===== config.mk =====
export PLATFORM = sky130hd
export DESIGN_NAME = multi_line_profile_combine_unit
export DESIGN_NICKNAME = d
export VERILOG_FILES = /design/src/rtl/core/mlpc_pkg.sv /design/src/rtl/core/mlpc_ctrl.sv /design/src/rtl/core/mlpc_lane.sv /design/src/rtl/core/mlpc_merge.sv /design/src/rtl/core/mlpc_div.sv /design/src/rtl/core/multi_line_profile_combine_unit.sv
export SDC_FILE = /design/constraint.sdc
export NUM_CORES = 2
export LEC_CHECK = 0
export BUFFER_PORTS_ARGS = -buffer_cell sky130_fd_sc_hd__buf_4
export CAP_MARGIN = 20
export CORE_MARGIN = 2
export CORE_UTILIZATION = 54
export CTS_CLUSTER_DIAMETER = 50
export DETAILED_ROUTE_END_ITERATION = 8
export PLACE_DENSITY = 0.71
export SYNTH_ARGS = -nofsm -noshare
export SYNTH_HDL_FRONTEND = slang
export SYNTH_HIERARCHICAL = 1
export SYNTH_SLANG_ARGS = --single-unit

===== constraint.sdc =====
create_clock -name clk -period 17.9 [get_ports clk]
set_input_delay 0.895 -clock clk [delete_from_list [all_inputs] [get_ports clk]]
set_output_delay 0.895 -clock clk [all_outputs]
set_load 0.005 [all_outputs]

===== src/rtl/core/mlpc_pkg.sv =====
// Shared types and constants of the multi-line profile combine unit.
// No dependencies; imported by every module of the block.
package mlpc_pkg;

	localparam int LANES = 8;
	localparam int LANE_W = $clog2(LANES);
	localparam int CNT_W = 4;
	localparam int MODE_W = 3;
	localparam int IDX_W = 2;
	localparam int CFG_DATA_W = 4;
	localparam int DIV_STEP_BITS = 4;

	localparam logic [MODE_W-1:0] MODE_FIRST = 3'd0;
	localparam logic [MODE_W-1:0] MODE_MEAN = 3'd1;
	localparam logic [MODE_W-1:0] MODE_MAX = 3'd2;
	localparam logic [MODE_W-1:0] MODE_MIN = 3'd3;
	localparam logic [MODE_W-1:0] MODE_MEDIAN = 3'd4;

	localparam logic [IDX_W-1:0] REG_MODE = 2'd0;
	localparam logic [IDX_W-1:0] REG_COUNT = 2'd1;

	typedef struct packed {
		logic [MODE_W-1:0] mode;
		logic [CNT_W-1:0] cnt;
	} cfg_t;

endpackage


===== src/rtl/core/mlpc_ctrl.sv =====
// Valid tracking and per-stage load enables of the combine pipeline.
// Depends on mlpc_pkg; a stall reaches back combinationally through full stages and stops at the first empty slot.
module mlpc_ctrl import mlpc_pkg::*; #(
	parameter int NST = 9
) (
	input  logic           clk,
	input  logic           arst_n,
	input  logic           in_valid,
	output logic           in_stall,
	output logic           out_valid,
	input  logic           out_stall,
	output logic [NST-1:0] en
);

	logic [NST-1:0] vld_q;
	logic [NST:0] rdy;

	always_comb begin
		rdy[NST] = !out_stall;
		for (int k = NST - 1; k >= 0; k--) begin
			rdy[k] = !vld_q[k] || rdy[k+1];
		end
	end

	assign en = rdy[NST-1:0];
	assign in_stall = !rdy[0];
	assign out_valid = vld_q[NST-1];

	always_ff @(posedge clk or negedge arst_n) begin
		if (!arst_n) begin
			vld_q <= '0;
		end else begin
			if (rdy[0]) begin
				vld_q[0] <= in_valid;
			end
			for (int k = 1; k < NST; k++) begin
				if (rdy[k]) begin
					vld_q[k] <= vld_q[k-1];
				end
			end
		end
	end

endmodule


===== src/rtl/core/mlpc_lane.sv =====
// One lane: ranks its own sample among the active samples, ties broken by lane order.
// Depends on mlpc_pkg; holds the lane's value and rank for the merge stage.
module mlpc_lane import mlpc_pkg::*; #(
	parameter int SAMPLE_BITS = 16
) (
	input  logic                   clk,
	input  logic                   en,
	input  logic [LANE_W-1:0]      own_idx,
	input  logic [SAMPLE_BITS-1:0] own_val,
	input  logic [SAMPLE_BITS-1:0] vals [LANES],
	input  logic [LANES-1:0]       act,
	output logic [SAMPLE_BITS-1:0] val_s2,
	output logic [LANE_W-1:0]      rank_s2
);

	logic [LANE_W-1:0] rank;

	always_comb begin
		rank = '0;
		for (int j = 0; j < LANES; j++) begin
			if (act[j] && ((vals[j] < own_val) ||
				((vals[j] == own_val) && (LANE_W'(j) < own_idx)))) begin
				rank = rank + LANE_W'(1);
			end
		end
	end

	always_ff @(posedge clk) begin
		if (en) begin
			val_s2 <= own_val;
			rank_s2 <= rank;
		end
	end

endmodule


===== src/rtl/core/mlpc_merge.sv =====
// Merge of the lane results: picks the ranked values and sums the active lanes,
// then forms dividend and divisor. Depends on mlpc_pkg.
module mlpc_merge import mlpc_pkg::*; #(
	parameter int SAMPLE_BITS = 16,
	localparam int SUM_W = SAMPLE_BITS + LANE_W
) (
	input  logic                   clk,
	input  logic                   en3,
	input  logic                   en4,
	input  cfg_t                   cfg_s2,
	input  logic [SAMPLE_BITS-1:0] val_s2 [LANES],
	input  logic [LANE_W-1:0]      rank_s2 [LANES],
	output logic [SUM_W-1:0]       dividend_s4,
	output logic [CNT_W-1:0]       divisor_s4
);

	localparam int PAIRS = LANES / 2;

	logic [LANES-1:0] act;
	logic use_first;
	logic [LANE_W-1:0] r_lo, r_hi;
	logic [SAMPLE_BITS-1:0] lo, hi;
	logic [SAMPLE_BITS:0] psum [PAIRS];
	logic [SAMPLE_BITS-1:0] masked [LANES];

	logic [SAMPLE_BITS-1:0] lo_s3, hi_s3;
	logic [SAMPLE_BITS:0] psum_s3 [PAIRS];
	logic mean_s3;
	logic [CNT_W-1:0] cnt_s3;

	logic [SUM_W-1:0] total;

	always_comb begin
		for (int i = 0; i < LANES; i++) begin
			act[i] = CNT_W'(i) < cfg_s2.cnt;
			masked[i] = act[i] ? val_s2[i] : '0;
		end
		for (int p = 0; p < PAIRS; p++) begin
			psum[p] = {1'b0, masked[2*p]} + {1'b0, masked[2*p+1]};
		end
	end

	always_comb begin
		use_first = (cfg_s2.cnt == CNT_W'(1));
		r_hi = LANE_W'(cfg_s2.cnt >> 1);
		r_lo = r_hi;
		case (cfg_s2.mode)
			MODE_MAX: begin
				r_lo = LANE_W'(cfg_s2.cnt - CNT_W'(1));
				r_hi = r_lo;
			end
			MODE_MIN: begin
				r_lo = '0;
				r_hi = '0;
			end
			MODE_MEDIAN: begin
				if (!cfg_s2.cnt[0]) begin
					r_lo = r_hi - LANE_W'(1);
				end
			end
			default: begin
				use_first = 1'b1;
			end
		endcase
	end

	always_comb begin
		lo = '0;
		hi = '0;
		for (int i = 0; i < LANES; i++) begin
			if (act[i] && (rank_s2[i] == r_lo)) begin
				lo = lo | val_s2[i];
			end
			if (act[i] && (rank_s2[i] == r_hi)) begin
				hi = hi | val_s2[i];
			end
		end
		if (use_first) begin
			lo = val_s2[0];
			hi = val_s2[0];
		end
	end

	always_ff @(posedge clk) begin
		if (en3) begin
			lo_s3 <= lo;
			hi_s3 <= hi;
			psum_s3 <= psum;
			mean_s3 <= (cfg_s2.mode == MODE_MEAN);
			cnt_s3 <= cfg_s2.cnt;
		end
	end

	always_comb begin
		total = '0;
		for (int p = 0; p < PAIRS; p++) begin
			total = total + SUM_W'(psum_s3[p]);
		end
	end

	always_ff @(posedge clk) begin
		if (en4) begin
			if (mean_s3) begin
				dividend_s4 <= total;
				divisor_s4 <= cnt_s3;
			end else begin
				dividend_s4 <= SUM_W'({1'b0, lo_s3} + {1'b0, hi_s3});
				divisor_s4 <= CNT_W'(2);
			end
		end
	end

endmodule


===== src/rtl/core/mlpc_div.sv =====
// Pipelined restoring divider by a small count, DIV_STEP_BITS (4) quotient bits per stage.
// Depends on mlpc_pkg; the last stage is the block's output register.
module mlpc_div import mlpc_pkg::*; #(
	parameter int SUM_W = 19,
	parameter int Q_W = 16,
	localparam int DS = (SUM_W + DIV_STEP_BITS - 1) / DIV_STEP_BITS
) (
	input  logic             clk,
	input  logic [DS-1:0]    en,
	input  logic [SUM_W-1:0] dividend,
	input  logic [CNT_W-1:0] divisor,
	output logic [Q_W-1:0]   quotient
);

	localparam int PW = DS * DIV_STEP_BITS;

	logic [PW-1:0] work_q [DS];
	logic [LANE_W-1:0] rem_q [DS];
	logic [CNT_W-1:0] dvs_q [DS];

	for (genvar k = 0; k < DS; k++) begin : g_stage
		logic [PW-1:0] w_in, w;
		logic [LANE_W-1:0] r_in, r;
		logic [CNT_W-1:0] d_in, t;

		if (k == 0) begin : g_first
			assign w_in = PW'(dividend);
			assign r_in = '0;
			assign d_in = divisor;
		end else begin : g_next
			assign w_in = work_q[k-1];
			assign r_in = rem_q[k-1];
			assign d_in = dvs_q[k-1];
		end

		always_comb begin
			w = w_in;
			r = r_in;
			t = '0;
			for (int b = 0; b < DIV_STEP_BITS; b++) begin
				t = CNT_W'({r, w[PW-1]});
				if (t >= d_in) begin
					r = LANE_W'(t - d_in);
					w = {w[PW-2:0], 1'b1};
				end else begin
					r = LANE_W'(t);
					w = {w[PW-2:0], 1'b0};
				end
			end
		end

		always_ff @(posedge clk) begin
			if (en[k]) begin
				work_q[k] <= w;
				rem_q[k] <= r;
				dvs_q[k] <= d_in;
			end
		end
	end

	assign quotient = work_q[DS-1][Q_W-1:0];

endmodule


===== src/rtl/core/multi_line_profile_combine_unit.sv =====
// Top level of the multi-line profile combine unit: config registers, input stage,
// lanes, merge and divider. Depends on mlpc_pkg, mlpc_ctrl, mlpc_lane, mlpc_merge, mlpc_div.
//
//  channel  | direction | handshake             | payload
//  ---------+-----------+-----------------------+-------------------------------
//  in       | to block  | in_valid / in_stall   | lane_value_0 .. lane_value_7
//  out      | from block| out_valid / out_stall | combined_value
//  cfg      | to block  | cfg_valid / cfg_ready | cfg_index, cfg_data
//
// One word in and one word out per cycle when nothing stalls.
// The pipeline is made of the input, rank, select and sum stages followed by
// the divider, which takes 4 quotient bits per stage.
// Reset clears the valid bits and loads combine_mode 0 and line_count 8.
// A stall at the output holds the last stage; earlier stages keep filling empty slots.
module multi_line_profile_combine_unit import mlpc_pkg::*; #(
	parameter int SAMPLE_BITS = 16
) (
	input  logic                   clk,
	input  logic                   arst_n,
	input  logic                   in_valid,
	output logic                   in_stall,
	input  logic [SAMPLE_BITS-1:0] lane_value_0,
	input  logic [SAMPLE_BITS-1:0] lane_value_1,
	input  logic [SAMPLE_BITS-1:0] lane_value_2,
	input  logic [SAMPLE_BITS-1:0] lane_value_3,
	input  logic [SAMPLE_BITS-1:0] lane_value_4,
	input  logic [SAMPLE_BITS-1:0] lane_value_5,
	input  logic [SAMPLE_BITS-1:0] lane_value_6,
	input  logic [SAMPLE_BITS-1:0] lane_value_7,
	output logic                   out_valid,
	input  logic                   out_stall,
	output logic [SAMPLE_BITS-1:0] combined_value,
	input  logic                   cfg_valid,
	output logic                   cfg_ready,
	input  logic [IDX_W-1:0]       cfg_index,
	input  logic [CFG_DATA_W-1:0]  cfg_data
);

	localparam int SUM_W = SAMPLE_BITS + LANE_W;
	localparam int DS = (SUM_W + DIV_STEP_BITS - 1) / DIV_STEP_BITS;
	localparam int NST = 4 + DS;

	logic [MODE_W-1:0] combine_mode_q;
	logic [CNT_W-1:0] line_count_q;
	logic [CNT_W-1:0] cnt_clamped;

	logic [NST-1:0] en;

	logic [SAMPLE_BITS-1:0] lane_in [LANES];
	logic [SAMPLE_BITS-1:0] lane_s1 [LANES];
	cfg_t cfg_s1, cfg_s2;
	logic [LANES-1:0] act_s1;

	logic [SAMPLE_BITS-1:0] val_s2 [LANES];
	logic [LANE_W-1:0] rank_s2 [LANES];

	logic [SUM_W-1:0] dividend_s4;
	logic [CNT_W-1:0] divisor_s4;

	assign cfg_ready = 1'b1;

	always_ff @(posedge clk or negedge arst_n) begin
		if (!arst_n) begin
			combine_mode_q <= MODE_FIRST;
			line_count_q <= CNT_W'(LANES);
		end else if (cfg_valid && cfg_ready) begin
			case (cfg_index)
				REG_MODE: combine_mode_q <= cfg_data[MODE_W-1:0];
				REG_COUNT: line_count_q <= cfg_data[CNT_W-1:0];
				default: begin
				end
			endcase
		end
	end

	always_comb begin
		cnt_clamped = line_count_q;
		if (line_count_q == '0) begin
			cnt_clamped = CNT_W'(1);
		end else if (line_count_q > CNT_W'(LANES)) begin
			cnt_clamped = CNT_W'(LANES);
		end
	end

	assign lane_in[0] = lane_value_0;
	assign lane_in[1] = lane_value_1;
	assign lane_in[2] = lane_value_2;
	assign lane_in[3] = lane_value_3;
	assign lane_in[4] = lane_value_4;
	assign lane_in[5] = lane_value_5;
	assign lane_in[6] = lane_value_6;
	assign lane_in[7] = lane_value_7;

	mlpc_ctrl #(
		.NST(NST)
	) u_ctrl (
		.clk(clk),
		.arst_n(arst_n),
		.in_valid(in_valid),
		.in_stall(in_stall),
		.out_valid(out_valid),
		.out_stall(out_stall),
		.en(en)
	);

	always_ff @(posedge clk) begin
		if (en[0]) begin
			lane_s1 <= lane_in;
			cfg_s1.mode <= combine_mode_q;
			cfg_s1.cnt <= cnt_clamped;
		end
	end

	always_comb begin
		for (int i = 0; i < LANES; i++) begin
			act_s1[i] = CNT_W'(i) < cfg_s1.cnt;
		end
	end

	for (genvar i = 0; i < LANES; i++) begin : g_lane
		mlpc_lane #(
			.SAMPLE_BITS(SAMPLE_BITS)
		) u_lane (
			.clk(clk),
			.en(en[1]),
			.own_idx(LANE_W'(i)),
			.own_val(lane_s1[i]),
			.vals(lane_s1),
			.act(act_s1),
			.val_s2(val_s2[i]),
			.rank_s2(rank_s2[i])
		);
	end

	always_ff @(posedge clk) begin
		if (en[1]) begin
			cfg_s2 <= cfg_s1;
		end
	end

	mlpc_merge #(
		.SAMPLE_BITS(SAMPLE_BITS)
	) u_merge (
		.clk(clk),
		.en3(en[2]),
		.en4(en[3]),
		.cfg_s2(cfg_s2),
		.val_s2(val_s2),
		.rank_s2(rank_s2),
		.dividend_s4(dividend_s4),
		.divisor_s4(divisor_s4)
	);

	mlpc_div #(
		.SUM_W(SUM_W),
		.Q_W(SAMPLE_BITS)
	) u_div (
		.clk(clk),
		.en(en[NST-1:4]),
		.dividend(dividend_s4),
		.divisor(divisor_s4),
		.quotient(combined_value)
	);

endmodule

# Word level (Yosys, flattened, before mapping)
# Memories as Yosys holds them, arrays and structs flattened.
# Cells that the tools add are included.
# op_classes
eq_ne	50
bitwise	14
n_reduce_logical	134
addsub	86
order_cmp	101
div_mod_pow	0
n_mux	146
multipliers	0
n_shift	0
# ops
op	n
$lt A16 B16 Y1	64
$eq A16 B16 Y1	28
$mux W16	26
$mux W3	77
$or A16 B16 Y16	14
$add A3 B1 Y3 const B	48
$add A16 B16 Y17	5
$logic_and A1 B1 Y1	80
$ge A4 B4 Y1	19
$sub A3 B3 Y3	19
$eq A3 B3 Y1	16
$mux W1	39
$add A19 B17 Y19	2
$logic_or A1 B1 Y1	37
$lt A3 B4 Y1 const A	8
$mux W19	1
$add A17 B17 Y18	1
$add A1 B1 Y2 const B	8
$lt A1 B4 Y1 const A	4
$lt A2 B4 Y1 const A	4
$logic_not A1 Y1	11
$pmux W3 S3	1
$eq A3 B2 Y1 const B	2
$pmux W3 S2	1
other kinds (14)	16
# totals
mem_count	3
romBits	0
ram_bits	135
inputBits	139
out_inout_bits	19
regBits	438
latch_bits	0
# mem_list
name	words	width	read_ports	rd_clocked_by_memory_dff	write_ports	line	source
u_div.work_q	5	20	5	0	5	mlpc_div.sv:17	logic [PW-1:0] work_q [DS];
u_div.dvs_q	5	4	4	0	5	mlpc_div.sv:19	logic [CNT_W-1:0] dvs_q [DS];
u_div.rem_q	5	3	4	0	5	mlpc_div.sv:18	logic [LANE_W-1:0] rem_q [DS];

# Logic depth before layout (Yosys ltp)
# logic_depth
depth_word	21
ltp_mapped	28
depth_no_buf	28

# Cells and area by module
# The synthesis kept the hierarchy.
# modules_own_cells
mod	instances	cells_each	area_per_inst_um2
mlpc_lane	8	435	3957.5
mlpc_merge	1	1191	12189.2
mlpc_div	1	472	6239.7
multi_line_profile_combine_unit	1	174	4663.2
mlpc_ctrl	1	32	380.4

# Least setup slack after synthesis
# Ideal clock, no wire load.
# synth_timing
path_type	input port to flip-flop
startpoint	in out_stall
endpoint	reg cfg_s1[0] (netlist bit) (enable)
required_ps	16131
n_path_buf	1
path_stages	3
setup_slack_ps	11134
setup_time_ps	1769
t_arrival_ps	4996
cell_sequence	and4_1 > buf_4 > nand4_1
# synth_between
elab_chain_len	10
# synth_rtl
element	line	source
start, declared	multi_line_profile_combine_unit.sv:31	input logic out_stall,
$logic_not A1 Y1	mlpc_ctrl.sv:19	rdy[NST] = !out_stall;
$logic_or A1 B1 Y1 (9 in a row)	mlpc_ctrl.sv:21	rdy[k] = !vld_q[k] || rdy[k+1];
via en[0]	multi_line_profile_combine_unit.sv:47	logic [NST-1:0] en;
end, declared	multi_line_profile_combine_unit.sv:51	cfg_t cfg_s1, cfg_s2;
# The timed path passes the listed nets, and every way through them passes these cells.
# A chain may end at the register's enable or synchronous reset.

# Worst setup path after layout
# layout_timing
startpoint	reg lane_s1[41] (netlist bit)
endpoint	reg g_lane[5].u_lane.rank_s2[1] (data pin)
# layout_between
elab_chain_len	18
word_cells_on_any_way	41
classes_between	add/sub (7); order compare (8); eq/ne (5); mux (8); reduce/logical (13)
# layout_rtl
element	line	source
start, declared	multi_line_profile_combine_unit.sv:50	logic [SAMPLE_BITS-1:0] lane_s1 [LANES];
start signal, assigned	multi_line_profile_combine_unit.sv:108	lane_s1 <= lane_in;
$lt A16 B16 Y1 or $eq A16 B16 Y1 (tied branches)	mlpc_lane.sv:21, mlpc_lane.sv:22	
$logic_or A1 B1 Y1	mlpc_lane.sv:21	if (act[j] && ((vals[j] < own_val) ||
$logic_and A1 B1 Y1	mlpc_lane.sv:21	
$mux W1	mlpc_lane.sv:21	
$add A1 B1 Y2	mlpc_lane.sv:23	rank = rank + LANE_W'(1);
$mux W3	mlpc_lane.sv:21	
$add A3 B1 Y3	mlpc_lane.sv:23	
$mux W3	mlpc_lane.sv:21	
(+3 left out)	-	
$mux W3	mlpc_lane.sv:21	
$add A3 B1 Y3	mlpc_lane.sv:23	
$mux W3	mlpc_lane.sv:21	
$add A3 B1 Y3	mlpc_lane.sv:23	
$mux W3	mlpc_lane.sv:21	
$add A3 B1 Y3	mlpc_lane.sv:23	
$mux W3 *	mlpc_lane.sv:21	
via g_lane[5].u_lane.rank[1]	mlpc_lane.sv:16	logic [LANE_W-1:0] rank;
end signal, assigned	mlpc_lane.sv:31	rank_s2 <= rank;
end, declared	mlpc_lane.sv:13	output logic [LANE_W-1:0] rank_s2
# Mark *: on every way through the listed nets, which the timed path passes. The rest lies on a longest branch.

==> run_results.csv <==
group,metric,value,unit
sta,slew_headroom,18.3,%
cells_and_area,final_common_cell,"ha_1",
cts,insertion_delay,0.72,ns
floorplanning,rows,117,
cts,cts_tree,"built",
sta,finalSetupTns,0,ns
sta,rsz0062_at_grt,"no",
grt,grt_use_total,38.5,%
cells_and_area,final_layout_size_suffix_gt1_share,9.13,%
yosys,syn_inst,5349,
placement,dp_hpwl,158000,um
critical_path,rrSetupSlack,10.97,ns
sta,worst_slack,10.97,ns
sta,finalSetupViolations,0,
yosys,synth_top_area_cell,"edfxtp_1",
sta,tightest_slew,1.21,ns
cts,h-tree-depth,3,
route,drc,0,
route,dr_total_vias,46500,
grt,grt_overflow,0,
sta,fmax,144,MHz
power_and_ir_drop,vdd_ir_drop_max,0.000224,V
grt,grt_pass1_wl,292000,um
critical_path,crit_path_frequent_cell,"ha_1",
floorplanning,fp.coreArea,101000,um^2
cts,cts_resized,0,
cells_and_area,final_nets,7182,
sta,min_period,6.93,ns
cells_and_area,nFillCells,8564,
placement,io_buffer_count,156,
run,drv_cap,0,
critical_path,end_kind,"flop",
cells_and_area,multi_input_area,37600,um^2
cells_and_area,area_growth,11.8,%
critical_path,criticalPathCategory,"reg2reg",
route,routedWlPerCell,28.3,um
yosys,synthXorXnorAreaFrac,4.28,%
yosys,synth_seq_cells,546,
grt,grt_pass1_vias,45700,
sta,final_hold_viol_count,0,
placement,pre_cts_ws,11.29,ns
power_and_ir_drop,power_density,160,nW/um^2
floorplanning,dieArea,105000,um^2
cells_and_area,layout_common_cells,"1243 x ha_1, 530 x edfxtp_1, 371 x inv_1, 309 x a21oi_1, 270 x nand2_1",
critical_path,crit_path_top_delay_cell,"edfxtp_1",
cts,postCtsSetupBuffers,0,
cts,clk_path_buf_depth,3,
floorplanning,die_height,324,um
yosys,ys.flop_type,"edfxtp_1",
sta,period_share,38.7,%
yosys,async_flop_share,2.93,%
yosys,netlist_area,55100,um^2
critical_path,critPathLaunchType,"flop",
critical_path,critPathMaxStageDelay,0.77,ns
cts,numCtsBuffers,81,
critical_path,crit_family,"compound AO/OA/AOI/OAI gates",
route,routed_wl,203000,um
critical_path,cp.required,18.35,ns
yosys,yosys_warnings,6,
power_and_ir_drop,p_leak,28.0,nW
critical_path,cp.buffers_inverters,1,
yosys,synth_compound_area_share,17.7,%
critical_path,arrival,7.39,ns
yosys,synth_edf_count,530,
yosys,ys_seq_area_share,29.6,%
yosys,synth_fa_ha_area_share,30.3,%
yosys,yosys.cell_types.count,107,
yosys,synth-simple-area-share,13.9,%
yosys,synth_mux_area_share,1.02,%
floorplanning,io_pins,158,
cts,cts_hold_buf,0,
status,outcome,"finished clean",
cts,cts.reportedPaths.clkPinSlew,0.07,ns
min_path,holdCritPathClass,"in2async",
route,routed_via_density,6.48,
grt,grt_max_degree,86,
yosys,synth_area_leaders,"edfxtp_1 29%, ha_1 28%, a21o_1 2.9%",
route,drt_first_pass_iters,6,
route,drtIter0Drc,3984,
cts,cts_root_buf,"clkbuf_16",
sta,fin_skew,0.0741,ns
sta,maxSlewViolCount,0,
cells_and_area,seq_area,16300,um^2
yosys,synth_top_family_by_area,"adder cells",
floorplanning,initial_core_util,54.3,%
cts,numClockSinks,546,
floorplanning,die_x,324,um
yosys,syn_area_per_cell,10.3,um^2
placement,gp_congestion,1.01,
critical_path,critPathMaxFanout,10,
grt,antenna_found_initial,5,
route,ant_nets,0,
yosys,post-synth-top-area-fraction,28.9,%
==> worst paths after layout <==
kind / startpoint / end / depth (start not counted)
hold / removal: arst_n / u_ctrl/vld_q[0] / 1
setup reg to reg: lane_s1[41] / g_lane[5].u_lane/rank_s2[1] / 26
max in group asynchronous: arst_n / line_count_q[3] / 1
hold reg to reg: u_div/work_q[0][44] / u_div/work_q[0][68] / 0
setup / recovery: lane_s1[41] / g_lane[5].u_lane/rank_s2[1] / 26
min in group clk: lane_value_7[0] / lane_s1[0] / 1
==> power breakdown <==
group | internal, mW | leakage (nW) | switching, mW | total, mW
clock network | 0.963 | 1.35 | 0.680 | 1.64
logic | 2.59 | 20.9 | 3.33 | 5.93
registers | 2.00 | 5.77 | 0.310 | 2.31
==> layout make-up <==
type / instances / area share [%]
clock inverter: 55 / 1.15
multi-input combinational: 4500 / 60.9
sequential: 546 / 26.5
antenna: 2 / 0.00812
timing repair buffer: 243 / 2.98
clock buffer: 92 / 3.42
inverter: 371 / 2.26
tap: 1368 / 2.78
==> cell families (layout without fill, tap and decap cells) <==
family,count (synthesis),count (layout)
AO/OA/AOI/OAI,1432,1432
XOR/XNOR,235,235
adder cells (fa/ha/maj),1300,1300
buffers and inverters,422,761
flip-flops,546,546
multiplexers,49,49
other,3,124
AND/OR/NAND/NOR,1362,1362
==> flip-flops by register name (all words and copies together), names as in the netlist, 16 cells and up <==
| name | cells |
|---|---|
| u_div/dvs_q | 16 |
| u_div/work_q | 80 |
| g_lane.u_lane/rank_s2 | 24 |
| u_merge/hi_s3 | 16 |
| u_merge/psum_s3 | 68 |
| lane_s1 | 128 |
| u_merge/dividend_s4 | 19 |
| g_lane.u_lane/val_s2 | 128 |
| u_merge/lo_s3 | 16 |
==> layer usage <==
layer	part of all wire, %	track usage, %
met5	0.011	0
met2	45	62.7
met1	36	42.1
met3	7.1	6.99
met4	12	37.1
==> synth_stat cells, drive strengths merged, types with 17 or more instances <==
cell type     n
a2111oi      26
a211oi       56
a21o        211
a21oi       317
a221o        24
a22o         17
a22oi        86
a311oi       17
a31oi        19
and2         44
and3         27
and4         22
buf          26
clkbuf       25
edfxtp      530
fa           57
ha         1243
inv         371
mux2         33
nand2       272
nand2b      105
nand3       118
nand4       197
nor2        148
nor2b       172
nor3        105
nor4         71
o2111ai      18
o211ai       56
o21a        142
o21ai       272
o21bai       23
o31ai        17
xnor2       182
xor2         45
==> through the flow <==
step | cells | power [mW] | hold slack, ns | utilization [%] | area, um^2
4_1_cts | 7169 | 9.83 | 0.0361 | 60.7 | 61600
3_3_place_gp | 7021 | 7.95 | 0.401 | 57.9 | 58700
3_5_place_dp | 7022 | 8.13 | 0.405 | 57.9 | 58700
2_1_floorplan | 5468 | 6.63 | 0.400 | - | 55600
5_1_grt | 7175 | 10.6 | 0.0372 | 60.8 | 61600
6_report | 7177 | 9.88 | 0.0529 | 60.8 | 61600
(Power assumes the default switching activity.)
